## src/hw/rtl/snls_pkg.sv

```systemverilog
package snls_pkg;

   // fixed sizes
   localparam int MAX_STRIDES      = 27;
   localparam int NUM_STRIDES_DEF  = 27;
   localparam int GROUP_SIZE_DEF   = 32;
   localparam int BASE_WIDTH       = 64;
   localparam int OFFSET_WIDTH     = 32;
   localparam int CUTOFF_WIDTH     = 8;
   localparam int CD_WIDTH         = 10;
   localparam int WEIGHT_WIDTH     = 4;
   localparam int HIT_BIT          = 7;

   // residue of the start value: fold bytes, reciprocal quotient, remainder
   localparam int BYTE_BITS        = 8;
   localparam int NUM_BYTES        = BASE_WIDTH / BYTE_BITS;
   localparam int FOLD_WIDTH       = 21;
   localparam int RECIP_SHIFT      = 32;
   localparam int LOAD_STEPS       = 3;
   localparam int STEP_CNT_WIDTH   = $clog2(LOAD_STEPS);

   localparam logic [STEP_CNT_WIDTH-1:0] STEP_FOLD   = 2'd0;
   localparam logic [STEP_CNT_WIDTH-1:0] STEP_DIVIDE = 2'd1;
   localparam logic [STEP_CNT_WIDTH-1:0] STEP_FINISH = 2'd2;

   localparam logic [CUTOFF_WIDTH-1:0] CUTOFF_RESET = 8'd64;

   // prime-power strides and their log weights
   localparam logic [CD_WIDTH-1:0] STRIDE_LEN [MAX_STRIDES] = '{
      10'd8,   10'd64,  10'd512, 10'd9,   10'd81,  10'd729, 10'd5,   10'd25,  10'd125,
      10'd625, 10'd7,   10'd49,  10'd343, 10'd11,  10'd121, 10'd13,  10'd169, 10'd17,
      10'd289, 10'd19,  10'd361, 10'd23,  10'd529, 10'd29,  10'd841, 10'd31,  10'd961
   };

   localparam logic [WEIGHT_WIDTH-1:0] STRIDE_WEIGHT [MAX_STRIDES] = '{
      4'd7, 4'd7, 4'd7, 4'd7, 4'd7, 4'd7, 4'd5, 4'd5, 4'd5,
      4'd5, 4'd6, 4'd6, 4'd6, 4'd8, 4'd8, 4'd8, 4'd8, 4'd9,
      4'd9, 4'd9, 4'd9, 4'd10, 4'd10, 4'd11, 4'd11, 4'd11, 4'd11
   };

   typedef enum logic {
      OP_LOAD    = 1'b0,
      OP_ADVANCE = 1'b1
   } op_type;

   typedef struct packed {
      op_type                operation;
      logic [BASE_WIDTH-1:0] base_value;
   } req_type;

   typedef struct packed {
      logic [OFFSET_WIDTH-1:0] position_offset;
      logic                    is_hit;
      logic                    first_in_group;
   } rsp_type;

   // control from the top level to every stride lane
   typedef struct packed {
      logic fold;
      logic divide;
      logic finish;
      logic advance;
   } lane_ctrl_type;

endpackage

```

## src/hw/rtl/snls_lane.sv

```systemverilog
module snls_lane #(
   parameter int STRIDE = 8
) (
   input  logic                              clock,
   input  logic                              reset,
   input  snls_pkg::lane_ctrl_type           ctrl,
   input  logic [snls_pkg::BASE_WIDTH-1:0]   base,
   output logic                              hit
);
   import snls_pkg::*;

   localparam logic [CD_WIDTH-1:0] STRIDE_CD = CD_WIDTH'(STRIDE);
   localparam int PROD_WIDTH = FOLD_WIDTH + RECIP_SHIFT;
   // ceil(2^32 / stride): exact quotient for every folded value
   localparam logic [RECIP_SHIFT-1:0] RECIP = RECIP_SHIFT'(
      ((64'd1 << RECIP_SHIFT) + 64'(STRIDE) - 64'd1) / 64'(STRIDE));

   // 2^(8*idx) mod stride, evaluated at elaboration
   function automatic int byte_weight(input int idx);
      int w;
      w = 1;
      for (int k = 0; k < idx; k++) begin
         w = (w * (1 << BYTE_BITS)) % STRIDE;
      end
      return w;
   endfunction

   logic [CD_WIDTH-1:0]   countdown_ff;
   logic [CD_WIDTH-1:0]   countdown_in;
   logic [FOLD_WIDTH-1:0] fold_ff;
   logic [FOLD_WIDTH-1:0] fold_in;
   logic [FOLD_WIDTH-1:0] quot_ff;
   logic [FOLD_WIDTH-1:0] quot_in;
   logic [FOLD_WIDTH-1:0] fold_term [NUM_BYTES];
   logic [FOLD_WIDTH-1:0] fold_sum;
   logic [PROD_WIDTH-1:0] recip_prod;
   logic [FOLD_WIDTH-1:0] quot_times_stride;
   logic [CD_WIDTH-1:0]   residue;

   // each base byte weighted by its power of 256 modulo the stride
   for (genvar j = 0; j < NUM_BYTES; j++) begin : g_fold
      localparam logic [CD_WIDTH-1:0] BYTE_WT = CD_WIDTH'(byte_weight(j));
      assign fold_term[j] = FOLD_WIDTH'(base[j*BYTE_BITS +: BYTE_BITS]) *
                            FOLD_WIDTH'(BYTE_WT);
   end

   always_comb begin
      fold_sum = '0;
      for (int j = 0; j < NUM_BYTES; j++) begin
         fold_sum = fold_sum + fold_term[j];
      end
   end

   // quotient of the folded value by reciprocal multiplication
   assign recip_prod = PROD_WIDTH'(fold_ff) * PROD_WIDTH'(RECIP);

   // remainder of the folded value, which is the residue of the base
   assign quot_times_stride = quot_ff * FOLD_WIDTH'(STRIDE);
   assign residue           = CD_WIDTH'(fold_ff - quot_times_stride);

   assign fold_in = ctrl.fold ? fold_sum : fold_ff;
   assign quot_in = ctrl.divide ? recip_prod[PROD_WIDTH-1:RECIP_SHIFT] : quot_ff;
   assign hit     = (countdown_ff == '0);

   always_comb begin
      countdown_in = countdown_ff;
      if (ctrl.finish) begin
         // distance to the next multiple of the stride
         countdown_in = (residue == '0) ? '0 : STRIDE_CD - residue;
      end else if (ctrl.advance) begin
         countdown_in = hit ? STRIDE_CD - CD_WIDTH'(1) : countdown_ff - CD_WIDTH'(1);
      end
   end

   always_ff @(posedge clock) begin
      if (reset) begin
         countdown_ff <= '0;
      end else begin
         countdown_ff <= countdown_in;
      end
   end

   always_ff @(posedge clock) begin
      fold_ff <= fold_in;
      quot_ff <= quot_in;
   end

   // countdown never reaches the stride itself
   assert property (@(posedge clock) disable iff (reset)
      countdown_ff < STRIDE_CD)
      else $error("countdown out of range");

endmodule

```

## config.mk

```make
export PLATFORM = sky130hd
export DESIGN_NAME = snls_lane
export DESIGN_NICKNAME = d
export VERILOG_FILES = /design/src/hw/rtl/snls_pkg.sv /design/src/hw/rtl/snls_lane.sv
export SDC_FILE = /design/constraint.sdc
export NUM_CORES = 1
export LEC_CHECK = 0
export ABC_AREA = 1
export BUFFER_PORTS_ARGS = -buffer_cell sky130_fd_sc_hd__buf_2
export CORE_MARGIN = 10
export CORE_UTILIZATION = 50
export CTS_CLUSTER_DIAMETER = 30
export DETAILED_ROUTE_END_ITERATION = 16
export PLACE_DENSITY_LB_ADDON = 0.2
export REMOVE_ABC_BUFFERS = 1
export SLEW_MARGIN = 30
export SYNTH_ARGS = -nofsm -noshare
export SYNTH_HDL_FRONTEND = slang
export SYNTH_SLANG_ARGS = --single-unit
```

## constraint.sdc

```tcl
create_clock -name clock -period 3.3 [get_ports clock]
set_input_delay 0.66 -clock clock [delete_from_list [all_inputs] [get_ports clock]]
set_output_delay 0.66 -clock clock [all_outputs]
set_load 0.1 [all_outputs]
```

# Yosys cells after proc, flatten, opt, wreduce, memory -nomap -nowiden

Index checks and enable logic that the tools add are counted.

Input bits: 70
Register bits after elaboration: 23
Word-level logic and storage cells: 13

Muxes and demuxes: 4
Reduce and logical (&&, ||, !) cells: 3
Add/sub/neg operators: 3

Operator list:

| kind                                                | count |
|---|---|
| two-way mux 10 bit                                  | 4 |
| logical NOT 10 bit                                  | 2 |
| subtractor 10 x 1 -> 10 bit (second input constant) | 1 |
| subtractor 5 x 9 -> 10 bit (first input constant)   | 1 |
| subtractor 8 x 8 -> 9 bit                           | 1 |
| nonzero test 2 bit                                  | 1 |

# Logic depth before layout (Yosys ltp)

Gate-level depths: netlist of the first run.

Word-level depth: 4
Gate-level depth with buffers: 13

# Worst setup path after synthesis of the first run

Ideal clock, no wire load.

Kind: register to output
Start: reg countdown_ff[0]
End: out hit
Stages on the path, launching flop included: 7
Arrival time: 2.211 ns
Path slack: 0.429 ns
Buffers on the path: 0
Required time: 2.640 ns
Cell sequence: dfxtp_1 -> inv_1 -> ha_1 -> nand3_2 -> nor2_1 -> nand2_1 -> nor2_1

Cells in the longest elaborated chain, start to end: 1

Ends and longest elaborated chain:

| item                   | line            | RTL |
|---|---|---|
| from (decl)            | snls_lane.sv:28 | `logic [CD_WIDTH-1:0] countdown_ff;` |
| from (signal assigned) | snls_lane.sv:79 | `countdown_ff <= countdown_in;` |
| logical NOT 10 bit     | snls_lane.sv:63 | `assign hit = (countdown_ff == '0);` |
| to (decl)              | snls_lane.sv:8  | `output logic hit` |

No other way between the ends.

# Worst setup path in the final report of the first run

Ends and elaborated chain as after synthesis.

==> flow_metrics.tcl, run 1 <==
set metrics [dict create \
    outcome "finished, final reports clean" \
    setup_ws_ns 0.645 \
    vias 1294 \
    first_global_vias 1269 \
    r2r_start "fold_ff[3]" \
    fmax_mhz 377 \
    vias_per_cell 5.26 \
    cp_max_fo 4 \
    antenna_found_initial 0 \
    antenna_cells 0 \
    finalHoldViolations 0 \
    die_width_um 74.8 \
    maxCapViolations 0 \
    yosysWarnings 0 \
    syn2layout_area_growth_pct 6.84 \
    grt_usage 0.118 \
    cts_max_path_buffers 2 \
    wire_per_inst_um 12.1 \
    place_area_um2 1580 \
    grt_overflow_total 0 \
    critPathKind "flop to output pin" \
    die_y_um 74.8 \
    crit_arrival_ns 2.00 \
    fp.coreArea_um2 2810 \
    die_area_um2 5590 \
    final_antenna_net_count 0 \
    finalNetCount 294 \
    endpoint_kind "output pin" \
    drive_gt1_frac 0.149 \
    worstPathRequired_ns 2.64 \
    startpoint "countdown_ff[0]" \
    ctsResizeCount 0 \
    postCtsSetupBuffers 0 \
    yosysUniqueCellTypes 25 \
    min_path_type "flop to flop" \
    worstSkewPairLatency_ns 0.32 \
    drc 0 \
    ir_drop_v 0.000244 \
    setup_violations 0 \
    tritoncts "done" \
    slew_headroom 0.604 \
    fin_crit_sh 0.805 \
    wirelength_um 2980 \
    drt_iter0_drc 112 \
    clkSinkCount 23 \
    clockRootBuffer "clkbuf_4" \
    syn_avg_cell_area_um2 7.50 \
    dp_hpwl_um 2370 \
    fin_crit_ns 2.66 \
    fin_area_um2 1600 \
    grt_pass1_wl_um 5280 \
    io_pins 71 \
    hp-start "fold_ff[3]" \
    p_per_area_nw_per_um2 466 \
    synthesis.area_um2 1500 \
    gp_congestion 0.888 \
    rows 19 \
    power.leakage_nw 0.773 \
    cts.reportedPaths.clkPinSlew_ns 0.13 \
    cts_buffers 3 \
    yosysSeqAreaShare 0.394 \
    cts_hold_buf 0 \
    cp-start-kind "flop" \
    grt_max_degree 18 \
    start_util 0.535 \
    io_buffers 14 \
    worst_slew_pin_slew_ns 0.594 \
    place_ws_ns 1.02 \
    clock_skew_ns 0.0110 \
    slew_viol_final 0 \
    synth-seq-cells 23 \
    rsz0062_at_grt "false" \
    netlist_instances 200 \
    tns_ns 0 \
    dr.pass1.iters 4 \
    htreeDepth 1 \
]
==> synthesized netlist by cell type <==
cell / count / area [um^2]
nand2_1: 40 / 150
inv_1: 33 / 124
nor2_1: 26 / 97.6
nand3_1: 18 / 90.1
a21oi_1: 13 / 65.1
edfxtp_1: 13 / 390
o21ai_0: 13 / 65.1
dfxtp_1: 10 / 200
ha_1: 7 / 87.6
nand3_2: 4 / 40.0
a21oi_2: 3 / 26.3
buf_6: 3 / 33.8
inv_2: 2 / 7.51
nand2_2: 2 / 12.5
nand4_1: 2 / 12.5
xor2_1: 2 / 17.5
fa_1: 1 / 20.0
nand3b_1: 1 / 7.51
nor2_2: 1 / 6.26
nor2_4: 1 / 11.3
o211ai_1: 1 / 7.51
o21ai_2: 1 / 8.76
o22ai_1: 1 / 6.26
or2_0: 1 / 6.26
or2_1: 1 / 6.26
==> report_power, final <==
part           internal (W)  switching, W  total (W)
sequential         0.000334     0.0000227   0.000357
combinational     0.0000892      0.000168   0.000257
clock             0.0000447     0.0000885   0.000133
==> area by class of cell <==
type | count | area [um^2]
fill | 288 | 1200
multi-input combinational | 139 | 744
sequential | 23 | 591
inverter | 35 | 131
timing repair buffer | 14 | 70.1
tap | 31 | 38.8
clock buffer | 3 | 22.5
clock inverter | 1 | 5.00
==> routing by layer <==
layer / vias to the layer above / share of wire / global-route usage
met1: 580 / 0.49 / 0.152
met2: 30 / 0.45 / 0.190
li1: 679 / - / -
met4: 0 / 0.016 / 0.0504
met3: 5 / 0.044 / 0.0210
met5: - / 0 / 0
==> flip-flops by register name (all words and copies together) (netlist names) <==
signal and cells:
countdown_ff 10, fold_ff 8, quot_ff 5
==> placed cells by master, fill, tap and decap left out, types with 2 or more instances in the layout <==
cell type / netlist / final
o21ai_0: 13 / 13
nand3_2: 4 / 4
edfxtp_1: 13 / 13
xor2_1: 2 / 2
clkbuf_4: 0 / 3
a21oi_2: 3 / 3
buf_2: 0 / 14
nand2_2: 2 / 2
nand4_1: 2 / 2
nand2_1: 40 / 40
nand3_1: 18 / 18
ha_1: 7 / 7
inv_1: 33 / 33
dfxtp_1: 10 / 10
inv_2: 2 / 2
a21oi_1: 13 / 13
nor2_1: 26 / 26
==> per-stage QoR <==
step           hold slack (ns)  cells  utilization  total power (W)
2_1_floorplan            0.426    197            -         0.000562
3_3_place_gp             0.438    242        0.562         0.000608
3_5_place_dp             0.459    242        0.562         0.000619
4_1_cts                  0.490    246        0.571         0.000751
5_1_grt                  0.490    246        0.571         0.000806
6_report                 0.481    246        0.571         0.000747
==> cells by family after synthesis <==
logic type                 synth area share
buffers and inverters                 0.110
xor gates and xnor gates             0.0117
adders and majority gates            0.0717
AOI/OAI and AO/OA                     0.119
DFF                                   0.394
and+or+nand+nor                       0.294
==> critical path, stage by stage (launching register included) <==
cell and delay, ns:
dfxtp_1 0.38, inv_1 0.09, ha_1 0.25, nand3_2 0.13, nor2_1 0.20, nand2_1 0.10, nor2_1 0.09, buf_2 0.43
==> worst paths after layout <==
check | cells after the start | slack [ns] | endpoint
worst max register to register | 13 | 1.25 | countdown_ff[9]
worst min register to register | 0 | 0.48 | quot_ff[0]
worst max-delay path | 7 | 0.64 | hit
worst min-delay path | 0 | 0.48 | quot_ff[0]
No activity file was read; power rests on OpenSTA's default activity.
==> run 2: changes to the inputs <==
--- a/config.mk
+++ b/config.mk
@@ -8,7 +8,7 @@
 export ABC_AREA = 1
 export BUFFER_PORTS_ARGS = -buffer_cell sky130_fd_sc_hd__buf_2
 export CORE_MARGIN = 10
-export CORE_UTILIZATION = 50
+export CORE_UTILIZATION = 46
 export CTS_CLUSTER_DIAMETER = 30
 export DETAILED_ROUTE_END_ITERATION = 16
 export PLACE_DENSITY_LB_ADDON = 0.2
==> constraint.sdc (replaced) <==
create_clock -name clock -period 2.5 [get_ports clock]
set_input_delay 0.5 -clock clock [delete_from_list [all_inputs] [get_ports clock]]
set_output_delay 0.5 -clock clock [all_outputs]
set_load 0.1 [all_outputs]
==> run 2 against run 1 <==
- first-iteration DRC count is 13% lower
- sequential share of layout area is 0.62 points lower
- non-clock buffer count stayed put
- largest power group unchanged
- sequential power is 32% higher
- sequential cell count stayed put
- clock power is 34% higher
- final area is 1.7% higher
==> flow_metrics.tcl, run 2 (same netlist as run 1, synthesis figures left out) <==
set metrics [dict create \
    finalNetCount 294 \
    largest_register_ffs 10 \
    wl_met1_um 1420 \
    tns_ns 0 \
    met2_length_um 1250 \
    place_ws_ns 0.362 \
    grt_overflow_total 0 \
    wire_per_inst_um 10.8 \
    slowest_delay_ns 0.38 \
    io_pins 71 \
    drc 0 \
    worst_slew_pin_slew_ns 0.611 \
    grt_max_degree 18 \
    slew_viol_final 0 \
    fin_area_um2 1630 \
    multi_input_area_um2 747 \
    die_width_um 77.1 \
    syn2layout_area_growth_pct 8.67 \
    drt_iter0_drc 97 \
    wirelength_um 2790 \
    cts_buffers 3 \
    gp_congestion 0.846 \
    regMostFlops "countdown_ff" \
    rows 20 \
    cts_max_path_buffers 2 \
    io_buffers 14 \
    p_per_area_nw_per_um2 608 \
    rsz0062_at_grt "false" \
    antenna_cells 0 \
    route.met3.wl_um 96 \
    fill_cells 306 \
    final_antenna_net_count 0 \
    fmax_mhz 439 \
    power.leakage_nw 0.773 \
    endpoint_kind "output pin" \
    regArea_um2 591 \
    whs_ns 0.348 \
    crit_arrival_ns 1.78 \
    slew_headroom 0.593 \
    r2r_start "fold_ff[3]" \
    crit_slowest_cell "dfxtp_1" \
    layout_common_cells "40 x nand2_1, 33 x inv_1, 25 x nor2_1" \
    power_w 0.000992 \
    clock_skew_ns 0.00479 \
    htreeDepth 1 \
    dp_hpwl_um 2270 \
    setup_violations 0 \
    antenna_found_initial 0 \
    cp_max_fo 4 \
    worstSkewPairLatency_ns 0.31 \
    worstPathRequired_ns 2.00 \
    fin_crit_ns 2.28 \
    first_global_vias 1297 \
    start_util 0.487 \
    ir_drop_v 0.000288 \
    largestRegisters "countdown_ff (10), fold_ff (8), quot_ff (5)" \
    outcome "finished, final reports clean" \
    maxCapViolations 0 \
    clkSinkCount 23 \
    die_area_um2 5950 \
    grt_pass1_wl_um 5210 \
    postCtsSetupBuffers 0 \
    fp.coreArea_um2 3080 \
    drive_gt1_frac 0.153 \
    fin_crit_sh 0.911 \
    final_common_cell "nand2_1" \
    finalHoldViolations 0 \
    critPathKind "flop to output pin" \
    cts.reportedPaths.clkPinSlew_ns 0.13 \
    startpoint "countdown_ff[0]" \
    tritoncts "done" \
    vias_per_cell 4.90 \
    place_area_um2 1590 \
    path_cells "inv_1, ha_1, nand3_2, nor2_2, nand2_1, nor2_1, buf_6" \
    top_layer_used "met4" \
    vias 1269 \
    die_y_um 77.1 \
    dr.pass1.iters 4 \
    setup_ws_ns 0.223 \
    cp-start-kind "flop" \
    hp-start "base[2]" \
    min_path_type "primary input to flop" \
    grt_usage 0.102 \
    clockRootBuffer "clkbuf_4" \
]
## run 2: cell counts in the layout (fill, tap and decap cells not counted)
Identical to the previous run, type by type.
## run 2: worst paths after layout
path | to | cells after the start | slack, ns
worst max-delay path | hit | 7 | 0.22
worst min-delay path | fold_ff[2] | 1 | 0.35
worst max register to register | countdown_ff[9] | 13 | 0.42
worst min register to register | quot_ff[0] | 0 | 0.48
## run 2: per-layer routing
| layer | GRT usage | vias up |
|---|---|---|
| li1 | - | 678 |
| met2 | 0.169 | 20 |
| met4 | 0.0365 | 0 |
| met3 | 0.0256 | 4 |
| met5 | 0 | - |
| met1 | 0.125 | 567 |
## run 2: metrics by stage
stage	util	instances
final	0.530	259
after global routing	0.530	259
after CTS	0.528	259
after detailed placement	0.517	255
after global placement	0.517	255
after floorplan	-	197
## run 2: layout make-up
class,instances,share of cell area
multi-input cells,139,0.458
flip-flops and latches,23,0.362
inverters,35,0.0806
repair buffers,14,0.0468
well taps,44,0.0338
clock buffers,3,0.0138
clock inverters,1,0.00460
## run 2: power by group
part / internal [W] / switching (W) / total (W)
Combinational: 0.000121 / 0.000222 / 0.000344
Sequential: 0.000441 / 0.0000297 / 0.000471
Clock: 0.0000610 / 0.000117 / 0.000178
Total: 0.000623 / 0.000369 / 0.000992
## run 2: repair_timing
action                                  4_1_cts  5_1_grt
gates resized for setup                       1        2
endpoints found under the setup margin        1        1
hold buffers                                  0        0
hold endpoints to repair                      0        0
## run 2: critical path: cells and delay by family, from the launching register on
kind,cells,cell delay [ns]
and+or+nand+nor,4,0.50
buffers and inverters,2,0.34
DFF,1,0.38
adders and majority gates,1,0.25
==> run 3: changes to the inputs <==
--- a/config.mk
+++ b/config.mk
@@ -8,7 +8,7 @@
 export ABC_AREA = 1
 export BUFFER_PORTS_ARGS = -buffer_cell sky130_fd_sc_hd__buf_2
 export CORE_MARGIN = 10
-export CORE_UTILIZATION = 46
+export CORE_UTILIZATION = 36
 export CTS_CLUSTER_DIAMETER = 30
 export DETAILED_ROUTE_END_ITERATION = 16
 export PLACE_DENSITY_LB_ADDON = 0.2
==> run 3 against run 2 <==
- die area up 20%
- clock power up 36%
- cell count up 2.3%
- hold slack better by 0.052 ns
- sequential share of layout area down 0.44 points
- largest power group unchanged
- critical endpoint unchanged
==> flow_metrics.tcl, run 3 (same netlist as run 1, synthesis figures left out) <==
set metrics [dict create \
    outcome "finished, final reports clean" \
    met2_length_um 1160 \
    critPathKind "flop to output pin" \
    fmax_mhz 432 \
    dpl.cell_count 261 \
    dr.pass1.iters 4 \
    fin_area_um2 1650 \
    finalNonFillerCells 265 \
    layout_common_cells "40 x nand2_1, 33 x inv_1, 26 x nor2_1" \
    vias_per_cell 4.59 \
    grt_overflow_total 0 \
    drc 0 \
    wl_met1_um 1550 \
    cp-start-kind "flop" \
    cts_hold_buf 0 \
    clock_skew_ns 0.00461 \
    final_antenna_net_count 0 \
    rows 23 \
    ctsResizeCount 0 \
    setup_ws_ns 0.184 \
    multi_input_area_um2 744 \
    maxCapViolations 0 \
    top_layer_used "met4" \
    largest_register_ffs 10 \
    fin_crit_sh 0.926 \
    die_y_um 84.6 \
    start_util 0.372 \
    final_common_cell "nand2_1" \
    die_area_um2 7150 \
    place_ws_ns 0.388 \
    path_cells "inv_1, ha_1, nand3_2, nor2_1, nand2_1, nor2_1, clkbuf_4" \
    drive_gt1_frac 0.149 \
    grt_pass1_wl_um 5310 \
    grt_max_degree 18 \
    clockRootBuffer "clkbuf_8" \
    htreeDepth 1 \
    slowest_delay_ns 0.36 \
    cts_max_path_buffers 2 \
    place_area_um2 1600 \
    antenna_found_initial 0 \
    tritoncts "done" \
    fp.coreArea_um2 4030 \
    rsz0062_at_grt "false" \
    worst_slew_pin_slew_ns 0.650 \
    cp_top_family "simple AND/OR/NAND/NOR gates" \
    min_path_type "primary input to flop" \
    crit_arrival_ns 1.82 \
    antenna_cells 0 \
    route.met3.wl_um 85 \
    wire_per_inst_um 10.7 \
    first_global_vias 1195 \
    p_per_area_nw_per_um2 635 \
    fill_cells 434 \
    crit_slowest_cell "dfxtp_1" \
    syn2layout_area_growth_pct 10.0 \
    slew_headroom 0.567 \
    postCtsSetupBuffers 0 \
    regMostFlops "countdown_ff" \
    regArea_um2 591 \
    finalNetCount 294 \
    io_pins 71 \
    drt_iter0_drc 64 \
    vias 1217 \
    worstPathRequired_ns 2.00 \
    finalHoldViolations 0 \
    endpoint_kind "output pin" \
    power.leakage_nw 0.780 \
    slew_viol_final 0 \
    die_width_um 84.6 \
    dp_hpwl_um 2290 \
    cts_buffers 3 \
    ir_drop_v 0.000350 \
    wirelength_um 2830 \
    clkSinkCount 23 \
    finish.utilization 0.410 \
    grt_usage 0.0850 \
    gp_congestion 0.798 \
    cts.reportedPaths.clkPinSlew_ns 0.09 \
    crit_path_frequent_cell "nor2_1" \
    cp_num_buf_inv 2 \
    worstSkewPairLatency_ns 0.27 \
    io_buffers 14 \
    fin_crit_ns 2.32 \
    cp_max_fo 4 \
    setup_violations 0 \
    largestRegisters "countdown_ff (10), fold_ff (8), quot_ff (5)" \
]
[run 3: cell count changes in the layout (fill, tap and decap cells not counted)]
cell | previous run | this run
clkbuf_8 | 0 | 3
clkbuf_4 | 3 | 1
buf_6 | 1 | 0
nor2_1 | 25 | 26
nor2_2 | 2 | 1
[run 3: metal layers]
layer,up-vias,GRT usage
met2,21,0.123
li1,681,-
met1,510,0.125
met5,-,0
met3,5,0.0116
met4,0,0.0269
[run 3: power by group]
part	switching, W	leakage [nW]	internal [W]
sequential	0.0000292	0.210	0.000441
clock	0.000129	0.0217	0.000113
combinational	0.000217	0.548	0.000119
total	0.000376	0.780	0.000673
[run 3: final timing paths]
kind,from,endpoint,slack [ns],cells after the start
worst max-delay path,countdown_ff[0],hit,0.18,7
worst max register to register,fold_ff[3],countdown_ff[9],0.49,13
worst min register to register,fold_ff[3],quot_ff[0],0.46,0
worst min-delay path,base[2],fold_ff[2],0.40,1
[run 3: cell type report]
class	instances	area share
clock buffers	3	0.0250
well taps	50	0.0379
clock inverters	1	0.00455
repair buffers	14	0.0440
multi-input cells	139	0.451
inverters	35	0.0796
flip-flops and latches	23	0.358
[run 3: per-stage QoR]
| step | TNS [ns] | hold WS (ns) | total power (W) |
|---|---|---|---|
| final | 0 | 0.400 | 0.00105 |
| after global routing | 0 | 0.380 | 0.00114 |
| after CTS | 0 | 0.391 | 0.00106 |
| after detailed placement | 0 | 0.436 | 0.000815 |
| after global placement | 0 | 0.431 | 0.000812 |
| after floorplan | -0.211 | 0.426 | 0.000742 |
